`config.mk`:
```
export PLATFORM = sky130hd
export DESIGN_NAME = bc7qie_ctrl
export DESIGN_NICKNAME = d
export VERILOG_FILES = /design/src/rtl/bc7_endpoint_quantize_index_error_assert.svh /design/src/rtl/bc7qie_pkg.sv /design/src/rtl/bc7qie_ctrl.sv
export SDC_FILE = /design/constraint.sdc
export NUM_CORES = 1
export LEC_CHECK = 0
export ABC_AREA = 1
export BUFFER_PORTS_ARGS = -buffer_cell sky130_fd_sc_hd__buf_4
export CELL_PAD_IN_SITES_DETAIL_PLACEMENT = 1
export CELL_PAD_IN_SITES_GLOBAL_PLACEMENT = 2
export CORE_MARGIN = 2
export CORE_UTILIZATION = 26
export CTS_CLUSTER_DIAMETER = 120
export CTS_CLUSTER_SIZE = 20
export DETAILED_ROUTE_END_ITERATION = 8
export PLACE_DENSITY = 0.76
export SETUP_SLACK_MARGIN = 0.4
export SLEW_MARGIN = 20
export SYNTH_ARGS = -nofsm -noshare
export SYNTH_HDL_FRONTEND = slang
export SYNTH_SLANG_ARGS = --single-unit
```
`constraint.sdc`:
```
create_clock -name aclk -period 2.57 [get_ports aclk]
set_input_delay 0.3855 -clock aclk [delete_from_list [all_inputs] [get_ports aclk]]
set_output_delay 0.3855 -clock aclk [all_outputs]
set_load 0.02 [all_outputs]
```
`src/rtl/bc7_endpoint_quantize_index_error_assert.svh`:
```
// Assertion macros shared by the BC7 index selection block.
`ifndef BC7_ENDPOINT_QUANTIZE_INDEX_ERROR_ASSERT_SVH
`define BC7_ENDPOINT_QUANTIZE_INDEX_ERROR_ASSERT_SVH

// Same-cycle implication, checked on aclk outside reset.
`define BC7QIE_ASSERT_NOW(lbl, ante, cons, msg) \
    lbl: assert property (@(posedge aclk) disable iff (!aresetn) (ante) |-> (cons)) \
        else $error(msg);

// Next-cycle implication, checked on aclk outside reset.
`define BC7QIE_ASSERT_NEXT(lbl, ante, cons, msg) \
    lbl: assert property (@(posedge aclk) disable iff (!aresetn) (ante) |=> (cons)) \
        else $error(msg);

`endif

```
`src/rtl/bc7qie_pkg.sv`:
```
// Types and constants shared by the BC7 index selection modules.
package bc7qie_pkg;

    localparam int InWidth    = 136;
    localparam int OutWidth   = 88;
    localparam int CfgAddrW   = 2;
    localparam int WeightW    = 9;
    localparam int DivSteps   = 22;
    localparam int CntW       = 5;

    localparam logic [CfgAddrW-1:0] RegWeightRed   = 2'd0;
    localparam logic [CfgAddrW-1:0] RegWeightGreen = 2'd1;
    localparam logic [CfgAddrW-1:0] RegWeightBlue  = 2'd2;
    localparam logic [CfgAddrW-1:0] RegWeightAlpha = 2'd3;

    localparam logic [WeightW-1:0] WeightReset = 9'd256;

    typedef struct packed {
        logic load;
        logic capture;
        logic dot;
        logic num;
        logic div_init;
        logic div_step;
        logic cand_sel;
        logic e1;
        logic e2;
        logic e3;
        logic take_first;
        logic take_second;
        logic finish;
    } dp_cmd_t;

    typedef struct packed {
        logic has_second;
        logic out_free;
    } dp_sts_t;

endpackage

```
`src/rtl/bc7qie_ctrl.sv`:
```
// Controller sequencing load, projection, division and error evaluation.
module bc7qie_ctrl (
    input  logic               aclk,
    input  logic               aresetn,
    input  logic               s_tvalid,
    input  logic               s_tuser,
    output logic               s_tready,
    input  bc7qie_pkg::dp_sts_t sts,
    output bc7qie_pkg::dp_cmd_t cmd
);
    import bc7qie_pkg::*;

    typedef enum logic [3:0] {
        ST_IDLE, ST_DOT, ST_NUM, ST_DINIT, ST_DIV, ST_E1, ST_E2, ST_E3, ST_PICK, ST_FIN
    } state_t;

    state_t          state_reg, state_next;
    logic [CntW-1:0] cnt_reg, cnt_next;
    logic            second_reg, second_next;
    logic            accept;

    assign s_tready = (state_reg == ST_IDLE);
    assign accept   = s_tvalid && s_tready;

    always_comb begin
        state_next  = state_reg;
        cnt_next    = cnt_reg;
        second_next = second_reg;
        cmd         = '0;
        cmd.cand_sel = second_reg;
        unique case (state_reg)
            ST_IDLE: begin
                if (accept && !s_tuser) begin
                    cmd.load = 1'b1;
                end else if (accept) begin
                    cmd.capture = 1'b1;
                    state_next  = ST_DOT;
                end
            end
            ST_DOT: begin
                cmd.dot    = 1'b1;
                state_next = ST_NUM;
            end
            ST_NUM: begin
                cmd.num    = 1'b1;
                state_next = ST_DINIT;
            end
            ST_DINIT: begin
                cmd.div_init = 1'b1;
                cnt_next     = '0;
                second_next  = 1'b0;
                state_next   = ST_DIV;
            end
            ST_DIV: begin
                cmd.div_step = 1'b1;
                cnt_next     = cnt_reg + 1'b1;
                if (cnt_reg == CntW'(DivSteps - 1)) begin
                    state_next = ST_E1;
                end
            end
            ST_E1: begin
                cmd.e1     = 1'b1;
                state_next = ST_E2;
            end
            ST_E2: begin
                cmd.e2     = 1'b1;
                state_next = ST_E3;
            end
            ST_E3: begin
                cmd.e3     = 1'b1;
                state_next = ST_PICK;
            end
            ST_PICK: begin
                if (second_reg) begin
                    cmd.take_second = 1'b1;
                    state_next      = ST_FIN;
                end else begin
                    cmd.take_first = 1'b1;
                    if (sts.has_second) begin
                        second_next = 1'b1;
                        state_next  = ST_E1;
                    end else begin
                        state_next = ST_FIN;
                    end
                end
            end
            ST_FIN: begin
                // Wait here until the output register can take the result.
                if (sts.out_free) begin
                    cmd.finish = 1'b1;
                    state_next = ST_IDLE;
                end
            end
            default: state_next = ST_IDLE;
        endcase
    end

    always_ff @(posedge aclk) begin
        if (!aresetn) begin
            state_reg  <= ST_IDLE;
            cnt_reg    <= '0;
            second_reg <= 1'b0;
        end else begin
            state_reg  <= state_next;
            cnt_reg    <= cnt_next;
            second_reg <= second_next;
        end
    end

endmodule

```
==> impl_results.md, run 1 <==
- Cell count after synthesis: a little over 100
- Final Skew: between 3 and 4 ps
- Top cell by count, worst path: nor2_1
- CTS Buffer Depth: 2
- Postcts setup bufs: 0
- Initial core utilization: 28.1%
- Cells on Worst Hold Path: 3
- CTS tree: built
- Syn_area_per_cell: 6.28 um2
- Req. time, crit path: 2180 ps
- Sequential area share after synthesis: 31.3%
- Netlist cell types: 21
- RD Place Congestion: 0.708
- Grt ovf: 0
- Maximum Capacitance Violations: 0
- DR pass1 iterations: 3
- Clk slew on worst S/H paths: 70 ps
- Critical Path AT: ~1400 ps
- Area Overhead vs Synth: 32.2%
- Unrepaired setup endpoints after global routing: no
- DRC viols: 0
- Via count: 708
- Critical-path cell list: inv_2, nor2_1, nand2_1, nor2_1, buf_4
- Final hold viol count: 0
- Top cell type's share of synthesized area: 31.3%
- Power Density: 801 nW/um2
- Post-synthesis net count: 110
- Mean number of vias per cell: 4.66
- Layout cell share with drive strength beyond 1: 27.4%
- Antenna violations before repair: 0
- Net total in the final layout: 133
- Number of synthesized register bits: 10
- CTS buffer count: 3
- Die width: around 54 um
- Critical path buffer and inverter count: 2
- Max-slew violations: 0
- H-tree depth: 1
- Initial drt markers: 3
- Min Tclk post-route: 1760 ps
- Post-Route WL: 1760 um
- # fillers: 309
- R2R cell count: 7
- CP startpoint kind: flip-flop
- Final core occ: between 30% and 40%
- Core area: 2280 um2
- Area of the multi-input gates: 369 um2
- Max Clock Freq: 567 MHz
- Slew HR: between 80% and 90%
- Largest net degree at the start of global routing: 8
- Clk root buf: clkbuf_4
- First-pass GRT wire length: just under 3000 um
- Crit end category: primary output
- YS warnings: 0
- Die Y: 53.6 um
- Register Area: 200 um2
- Drt wl/cell: 11.6 um
- Die Footprint: 2880 um2
- Period utilization: slightly below 70%
- # clock sinks: 10
- Mapped cell area: 641 um2
- Hold Path Sink: state_reg[3]$_SDFFE_PN0P_
- Status: completed
- Vias in the first global route: 736
- Leakage: 0.421 nW
- Setup TNS Final: 0 ps
- Worst vdd ir: 360 uV
- CP max FO: 5
- Worst R2R Setup Slack: 1300 ps
- Slowest cell on crit path: dfxtp_1
- HP Class: input pin to flip-flop
- # resized after CTS: 0
- ANT nets after route: 0
- Hold_buf cts: 0
- ANT cells: 0
- Input/output buffers: 19
- DP HPWL: 1500 um
- Delay-heaviest family, CP: simple AND/OR/NAND/NOR gates
- Worst r2r dst: state_reg[0]$_SDFFE_PN0P_
- Synth area leaders: dfxtp_1, nand2_1, nor2_1, inv_1, nand3_1
- Critical path type: flip-flop to primary output
- CP peak stage delay: 420 ps
- Row count: 17
- Final setup fails: 0
- Leading area contributor after synthesis: dfxtp_1
- Clk_lat worst skew: 260 ps
- Num ports: 20
- Max FFs per register: 5
- All-Layer GR Usage: 14.1%
- Worst hold start: aresetn
- R2R Path Start: state_reg[3]$_SDFFE_PN0P_
- Worst-Margin Slew: approximately 270 ps
## synthesized netlist by cell type
master	n
nor2_1	18
nand2_2	1
nand2_1	23
ha_1	2
buf_4	1
o21ai_0	3
nand3_1	6
nor3b_1	2
a21oi_1	5
nor2_2	3
inv_2	3
a31oi_1	1
nor2_4	1
a21oi_2	2
nand3_2	1
nor4_1	2
nor3_1	2
or2_1	1
dfxtp_1	10
inv_1	14
nand4_1	1
## cells by family (layout without fill, tap and decap cells)
logic type	count (synthesis)	count (layout)	share of synthesized area (%)
AOI/OAI and AO/OA	11	11	9.96
adders and majority gates	2	2	3.91
buffers and inverters	18	40	11.1
and+or+nand+nor	61	61	43.8
DFF	10	10	31.2
## how the worst max path moves through the flow
stage | from | end | slack (ps) | depth (start not counted)
2_1_floorplan | state_reg[3]$_SDFFE_PN0P_ | cmd[11] | 880 | 5
3_3_place_gp | state_reg[3]$_SDFFE_PN0P_ | cmd[2] | 1120 | 5
6_report | state_reg[3]$_SDFFE_PN0P_ | cmd[2] | 810 | 5
5_1_grt | state_reg[3]$_SDFFE_PN0P_ | cmd[12] | 630 | 6
4_1_cts | state_reg[3]$_SDFFE_PN0P_ | cmd[11] | 790 | 6
3_5_place_dp | state_reg[2]$_SDFFE_PN0P_ | cmd[11] | 1090 | 6
## placed cells by master (no fill, tap or decap), drive strengths merged
cell type  Yosys  layout
nand4          1       1
nor2          22      22
a21oi          7       7
nand3          7       7
or2            1       1
buf            1      19
nand2         24      24
nor4           2       2
ha             2       2
inv           17      17
o21ai          3       3
nor3b          2       2
clkbuf         0       4
a31oi          1       1
dfxtp         10      10
nor3           2       2
## power by group
| group | switching, mW | internal, mW |
|---|---|---|
| logic | 0.209 | 0.119 |
| clock network | 0.0560 | 0.0859 |
| registers | 0.0334 | 0.176 |
## routing by layer
metal	vias to the layer above	global-route usage, %	share of wire (%)
met5	-	0	0
met4	0	6.41	0.97
met3	2	1.67	2.7
met2	11	25.5	52
met1	326	16.4	44
li1	369	-	-
## per-stage QoR
stage | area, um2 | worst slack [ps] | instances | hold slack, ps | total power, mW
2_1_floorplan | 641 | 882 | 102 | 475 | 0.426
3_3_place_gp | 811 | 1120 | 148 | 496 | 0.543
3_5_place_dp | 811 | 1090 | 148 | 503 | 0.547
4_1_cts | 847 | 794 | 152 | 366 | 0.691
5_1_grt | 847 | 632 | 152 | 379 | 0.732
6_report | 847 | 805 | 152 | 371 | 0.679
## cell type report
| type | count | share of cell area (%) |
|---|---|---|
| Clock buffer | 4 | 4.28 |
| Tap cell | 28 | 4.14 |
| Sequential cell | 10 | 23.6 |
| Multi-Input combinational cell | 74 | 43.6 |
| Inverter | 17 | 7.53 |
| Timing Repair Buffer | 19 | 16.8 |
## worst min-delay path: cells and delay by family
kind          cells  cell delay [ps]
simple gates      1               60
buf+inv           2              170
No activity file was read; power rests on OpenSTA's default activity.
==> run 2, diff against run 1 <==
Settings changed: ABC_AREA 1 to 0, CORE_UTILIZATION 26 to 28, PLACE_DENSITY 0.76 to 0.73.
Clock period 2.57 ns to 1.65 ns, I/O delays scaled along.
==> run 2 against run 1 <==
Compared with the run above:
- sequential power increased by 28%
- hold slack got worse by 130 ps
- synthesized area increased by 2.3%
- clock-buffer cell count unchanged
- critical endpoint is now cmd[12]
- largest cell class unchanged
- routed wire length increased by 72%
- highest routed layer unchanged
- the flow now finishes with violations (negative setup slack)
- final cell count increased by 2.0%
- critical path type unchanged
==> impl_results.md, run 2 <==
- EDFF count, synth: 0
- Slew HR: between 70% and 80%
- H-tree depth: 1
- CP peak stage delay: 360 ps
- Post-synth ARST share: 0%
- Routed wire length on met2: 1500 um
- DP HPWL: 1410 um
- Setup TNS Final: -397 ps
- Grt ovf: 0
- All-Layer GR Usage: around a fifth
- Period utilization: 106%
- Synth area leaders: dfxtp_1, nand2b_1, buf_6, nor2_1, a21oi_1
- Critical Path Sink: cmd[12]
- Critical Path Stages: 5
- Critical path type: flip-flop to primary output
- Clk_lat worst skew: 270 ps
- Unrepaired setup endpoints after global routing: yes
- Area of the multi-input gates: roughly 570 um2
- Worst R2R Setup Slack: 0 ps
- Failing checks: negative setup slack
- Register Area: ~210 um2
- CP max FO: 6
- Critical path buffer and inverter count: 2
- Initial drt markers: 20
- Status: complete, but fails checks
- Top cell type's share of synthesized area: 30.5%
- Sequential area share after synthesis: 30.5%
- Met3 routed WL: 104 um
- Vias in the first global route: 839
- Req. time, crit path: 1400 ps
- Delay-heaviest family, CP: simple AND/OR/NAND/NOR gates
- Die width: 52.4 um
- Leading area contributor after synthesis: dfxtp_1
- Mean number of vias per cell: 5.21
- Maximum Capacitance Violations: 0
- Crit end category: primary output
- # clock sinks: 10
- Top post-synthesis cells by count: dfxtp_1, nor2_1, nand2b_1
- Mapped cell area: 656 um2
- Row count: 17
- RD Place Congestion: approximately 0.75
- R2R Path Start: state_reg[0]$_SDFFE_PN0P_
- Post-Route WL: 3020 um
- DRC viols: 0
- Min Tclk post-route: 1740 ps
- Leakage: 0.573 nW
- Primary FF master, synth: dfxtp_1
- Drt wl/cell: 19.5 um
- # fillers: 240
- Antenna violations before repair: 0
- First-pass GRT wire length: 4070 um
- Post-synthesis net count: between 80 and 90
- Worst-Margin Slew: between 300 and 400 ps
- Cell count after synthesis: 77
- Number of synthesized register bits: 10
- R2R cell count: 6
- Max Clock Freq: 573 MHz
- Via count: 808
- Power Density: 677 nW/um2
- Die Y: 52.4 um
- Num ports: 20
- Clk root buf: clkbuf_4
- Worst r2r dst: cnt_reg[2]$_SDFFE_PN0P_
- YS warnings: 0
- Initial core utilization: slightly below 30%
- Dominant cell by count in the synthesized netlist: dfxtp_1
- CTS buffer count: 3
- Hold_buf cts: 0
- ANT cells: 0
- Critical-path cell list: buf_8, nor4_4, nand2_1, nor2_1, buf_4
- Final setup fails: 6
- Input/output buffers: 19
- Slowest cell on crit path: dfxtp_4
- Final Skew: 9.73 ps
- Most common cell after layout, fill and taps aside: buf_6
- Final hold viol count: 0
- Crit. Startpoint: state_reg[0]$_SDFFE_PN0P_
- Largest net degree at the start of global routing: 8
- DR pass1 iterations: 4
- Netlist cell types: 33
- Max-slew violations: 0
- Worst vdd ir: 453 uV
- HP Class: input pin to flip-flop
- Clk slew on worst S/H paths: approximately 70 ps
- Critical Path AT: 1500 ps
- Max FFs per register: 5
- Core area: 2210 um2
- CTS Buffer Depth: 2
- Net total in the final layout: 136
- Commonest cells after routing, fill and taps aside: buf_6, buf_4, dfxtp_1, nor2_4
- Area Overhead vs Synth: 109%
- Die Footprint: approximately 2700 um2
- Met1 WL: roughly 1400 um
- Layout cell share with drive strength beyond 1: 69.3%
- Top Metal Used: met4
- CTS tree: built
- ANT nets after route: 0
- Final WS setup: -94.6 ps
- Worst hold margin: around 240 ps
- Syn_area_per_cell: about 8.5 um2
- CP startpoint kind: flip-flop
==> run 2: changes by cell type after synthesis, sizes merged, moves of 2 or more <==
cell and change:
mux2i +2, nand2 -21, inv -11, a22oi +2
nand3 -4, nor2 -14, buf +4, nor3b -2
nor4b +2, nand2b +7, a21oi -2, a211oi +2
==> run 2: how the worst min path moves through the flow <==
stage	cells past startpoint	slack, ps	startpoint	end
CTS	3	230	sts[1]	second_reg$_SDFFE_PN0P_
floorplan	1	370	aresetn	state_reg[0]$_SDFFE_PN0P_
finish	3	240	sts[1]	second_reg$_SDFFE_PN0P_
global route	3	230	sts[1]	second_reg$_SDFFE_PN0P_
global placement	2	480	cnt_reg[4]$_SDFFE_PN0P_	cnt_reg[4]$_SDFFE_PN0P_
detailed placement	2	500	cnt_reg[4]$_SDFFE_PN0P_	cnt_reg[4]$_SDFFE_PN0P_
==> run 2: final cells by class <==
type                            count  area share, %
Timing Repair Buffer               51           35.8
Multi-Input combinational cell     56           41.8
Clock buffer                        4           2.64
Inverter                            6           1.64
Sequential cell                    10           15.5
Tap cell                           28           2.55
==> run 2: metal layers <==
| layer | GRT usage [%] | up-vias |
|---|---|---|
| li1 | - | 380 |
| met1 | 25.1 | 399 |
| met2 | 36.0 | 23 |
| met3 | 3.71 | 6 |
| met4 | 8.55 | 0 |
| met5 | 0 | - |
==> run 2: kinds of logic (layout without fill, tap and decap cells) <==
group | after synthesis | in the layout | synth area share (%)
simple gates | 37 | 37 | 36.5
flops | 10 | 10 | 30.5
buf+inv | 11 | 61 | 10.5
fa+ha+maj | 2 | 2 | 3.82
compound gates | 14 | 14 | 13.9
mux | 3 | 3 | 4.77
==> run 2: metrics by stage <==
step / utilization (%) / instances / instance area [um2] / setup WS (ps) / power, mW
detailed placement: 39.7 / 126 / 878 / 143 / 0.478
CTS: 55.5 / 145 / 1230 / -31.4 / 0.827
global route: 62.0 / 155 / 1370 / -168 / 0.976
finish: 62.0 / 155 / 1370 / -94.6 / 0.930
floorplan: - / 77 / 694 / 3.27 / 0.405
global placement: 39.7 / 126 / 878 / 143 / 0.475
==> run 2: where the power goes <==
part | switching [mW] | internal [mW]
clock network | 0.0990 | 0.134
logic | 0.201 | 0.227
registers | 0.0140 | 0.254
==> run 2: what timing repair did <==
action                     4_1_cts  5_1_grt
setup endpoints to repair       22       22
gates resized for setup         47       18
setup buffers                   15       10
pin swaps                       11        9
==> run 2: worst register-to-register path, cell delays in order, from the launching register on <==
cell and delay [ps]:
dfxtp_4 360, buf_4 140, buf_4 140, nor4b_4 290, buf_4 180, mux2_4 300
a211oi_2 180
==> run 3, diff against run 2 <==
Settings changed: BUFFER_PORTS_ARGS -buffer_cell sky130_fd_sc_hd__buf_4 to -buffer_cell sky130_fd_sc_hd__buf_2.
==> run 3 against run 2 <==
Compared with the run above:
- routed wire length fell by 15%
- non-clock buffer count fell by 12
- first-iteration DRC count fell by 60%
- total power fell by 12%
- via count fell by 8.3%
- critical path type unchanged
- fmax rose by 4.2%
- register-to-register slack improved by 60 ps
- hold slack improved by 43 ps
- the run still ends with negative setup slack left
- global-route usage fell by 4.5 points
- die area did not move
- critical endpoint is now cmd[11]
- sequential share of layout area rose by 1.8 points
==> impl_results.md, run 3 (synthesized netlist as in run 2, its figures left out) <==
- Status: complete, but fails checks
- Failing checks: negative setup slack
- Num ports: 20
- Final setup fails: 2
- Final Skew: ~10 ps
- R2R cell count: 8
- Initial core utilization: 29.6%
- Largest net degree at the start of global routing: 9
- Finished Layout Cells: 143
- Slew HR: about three quarters
- Vias in the first global route: 736
- Die Y: about 52 um
- Commonest cells after routing, fill and taps aside: buf_6, buf_4, dfxtp_1, buf_2, nor2_4
- Clk root buf: clkbuf_4
- Input/output buffers: 19
- Most common cell after layout, fill and taps aside: buf_6
- Unrepaired setup endpoints after global routing: yes
- Via count: 741
- Mean number of vias per cell: slightly above 5
- CTS Buffer Depth: 2
- Worst r2r dst: cnt_reg[3]$_SDFFE_PN0P_
- Overall power consumption: 0.814 mW
- Post-Route WL: roughly 2600 um
- Final WS setup: -24.0 ps
- Maximum Capacitance Violations: 0
- Clk slew on worst S/H paths: 60 ps
- Net total in the final layout: 124
- DP HPWL: 1380 um
- R2R Path Start: state_reg[3]$_SDFFE_PN0P_
- Clk_lat worst skew: 270 ps
- Drt wl/cell: between 15 and 20 um
- Crit end category: primary output
- Initial drt markers: 8
- Leakage: 0.489 nW
- Worst vdd ir: 590 uV
- Row count: 17
- Critical path type: flip-flop to primary output
- CTS buffer count: 3
- CP max FO: 4
- Antenna violations before repair: 0
- RD Place Congestion: 0.768
- Worst-Margin Slew: 342 ps
- Max Clock Freq: 597 MHz
- Grt ovf: 0
- DR pass1 iterations: 4
- Max FFs per register: 5
- Final hold viol count: 0
- Period utilization: 101%
- All-Layer GR Usage: 16.3%
- Power Density: 682 nW/um2
- Min Tclk post-route: between 1500 and 2000 ps
- Worst R2R Setup Slack: 60 ps
- CP startpoint kind: flip-flop
- Die Footprint: 2740 um2
- ANT nets after route: 0
- First-pass GRT wire length: 3330 um
- Placement Setup Slack: approximately 150 ps
- HP Class: input pin to flip-flop
- Hold Path Sink: state_reg[3]$_SDFFE_PN0P_
- Core area: 2210 um2
- Inst Count DP: 128
- ANT cells: 0
- Max-slew violations: 0
- CTS tree: built
- Req. time, crit path: 1400 ps
- Area Overhead vs Synth: 82.1%
- Worst hold margin: 283 ps
- Critical Path AT: approximately 1400 ps
- # clock sinks: 10
- DRC viols: 0
- Hold_buf cts: 0
- Cells on Worst Hold Path: 2
- Die width: 52.4 um
- Worst hold start: aresetn
- H-tree depth: 1
- Layout cell share with drive strength beyond 1: 62.6%
==> run 3: cell types whose count changed in the layout (fill, tap and decap cells not counted), sizes merged <==
| cell | before | now |
|---|---|---|
| buf | 51 | 39 |
==> run 3: worst max-delay path by stage <==
stage	start	endpoint	slack, ps	depth (start not counted)
final	state_reg[2]$_SDFFE_PN0P_	cmd[11]	-20	4
after floorplan	state_reg[0]$_SDFFE_PN0P_	cnt_reg[2]$_SDFFE_PN0P_	3	4
after detailed placement	state_reg[0]$_SDFFE_PN0P_	cmd[1]	150	3
after CTS	state_reg[0]$_SDFFE_PN0P_	cmd[11]	-20	4
after global placement	state_reg[0]$_SDFFE_PN0P_	cmd[2]	170	3
after global routing	state_reg[2]$_SDFFE_PN0P_	cmd[11]	-90	4
==> run 3: layout make-up <==
cell class / instances / area (um2)
multi-input combinational: 56 / 542
tap: 28 / 35.0
sequential: 10 / 206
inverter: 6 / 22.5
clock buffer: 4 / 36.3
timing repair buffer: 39 / 352
fill: 248 / 1020
==> run 3: what timing repair did <==
| item | in CTS | in global routing |
|---|---|---|
| endpoints found under the setup margin | 22 | 22 |
| pin swaps | 7 | 7 |
| setup buffers | 7 | 4 |
| gates resized for setup | 41 | 19 |
==> run 3: power breakdown <==
group / leakage [nW] / total [mW] / internal (mW) / switching, mW
Clock: 0.0210 / 0.224 / 0.134 / 0.0897
Combinational: 0.386 / 0.325 / 0.147 / 0.178
Sequential: 0.0826 / 0.266 / 0.254 / 0.0117
Total: 0.489 / 0.814 / 0.535 / 0.279
==> run 3: worst max-delay path, stage by stage (launching register included) <==
cell and delay, ps:
dfxtp_2 330, buf_6 120, nor4_4 370, and3_1 230, buf_6 120
==> run 3: metrics by stage <==
step	instance area [um2]	TNS (ps)	util (%)
final	1190	-32.3	54.0
after global routing	1190	-293	54.0
after CTS	1070	-39.8	48.4
after detailed placement	846	0	38.2
after global placement	846	0	38.2
after floorplan	694	0	-
==> run 3: per-layer routing <==
layer / part of all wire, % / global-route usage, % / routed length [um] / up-vias
li1: - / - / - / 352
met4: 0 / 3.85 / 0 / 0
met3: 2.1 / 1.71 / 54 / 0
met1: 43 / 19.9 / 1090 / 376
met5: 0 / 0 / 0 / -
met2: 55 / 30.2 / 1410 / 13
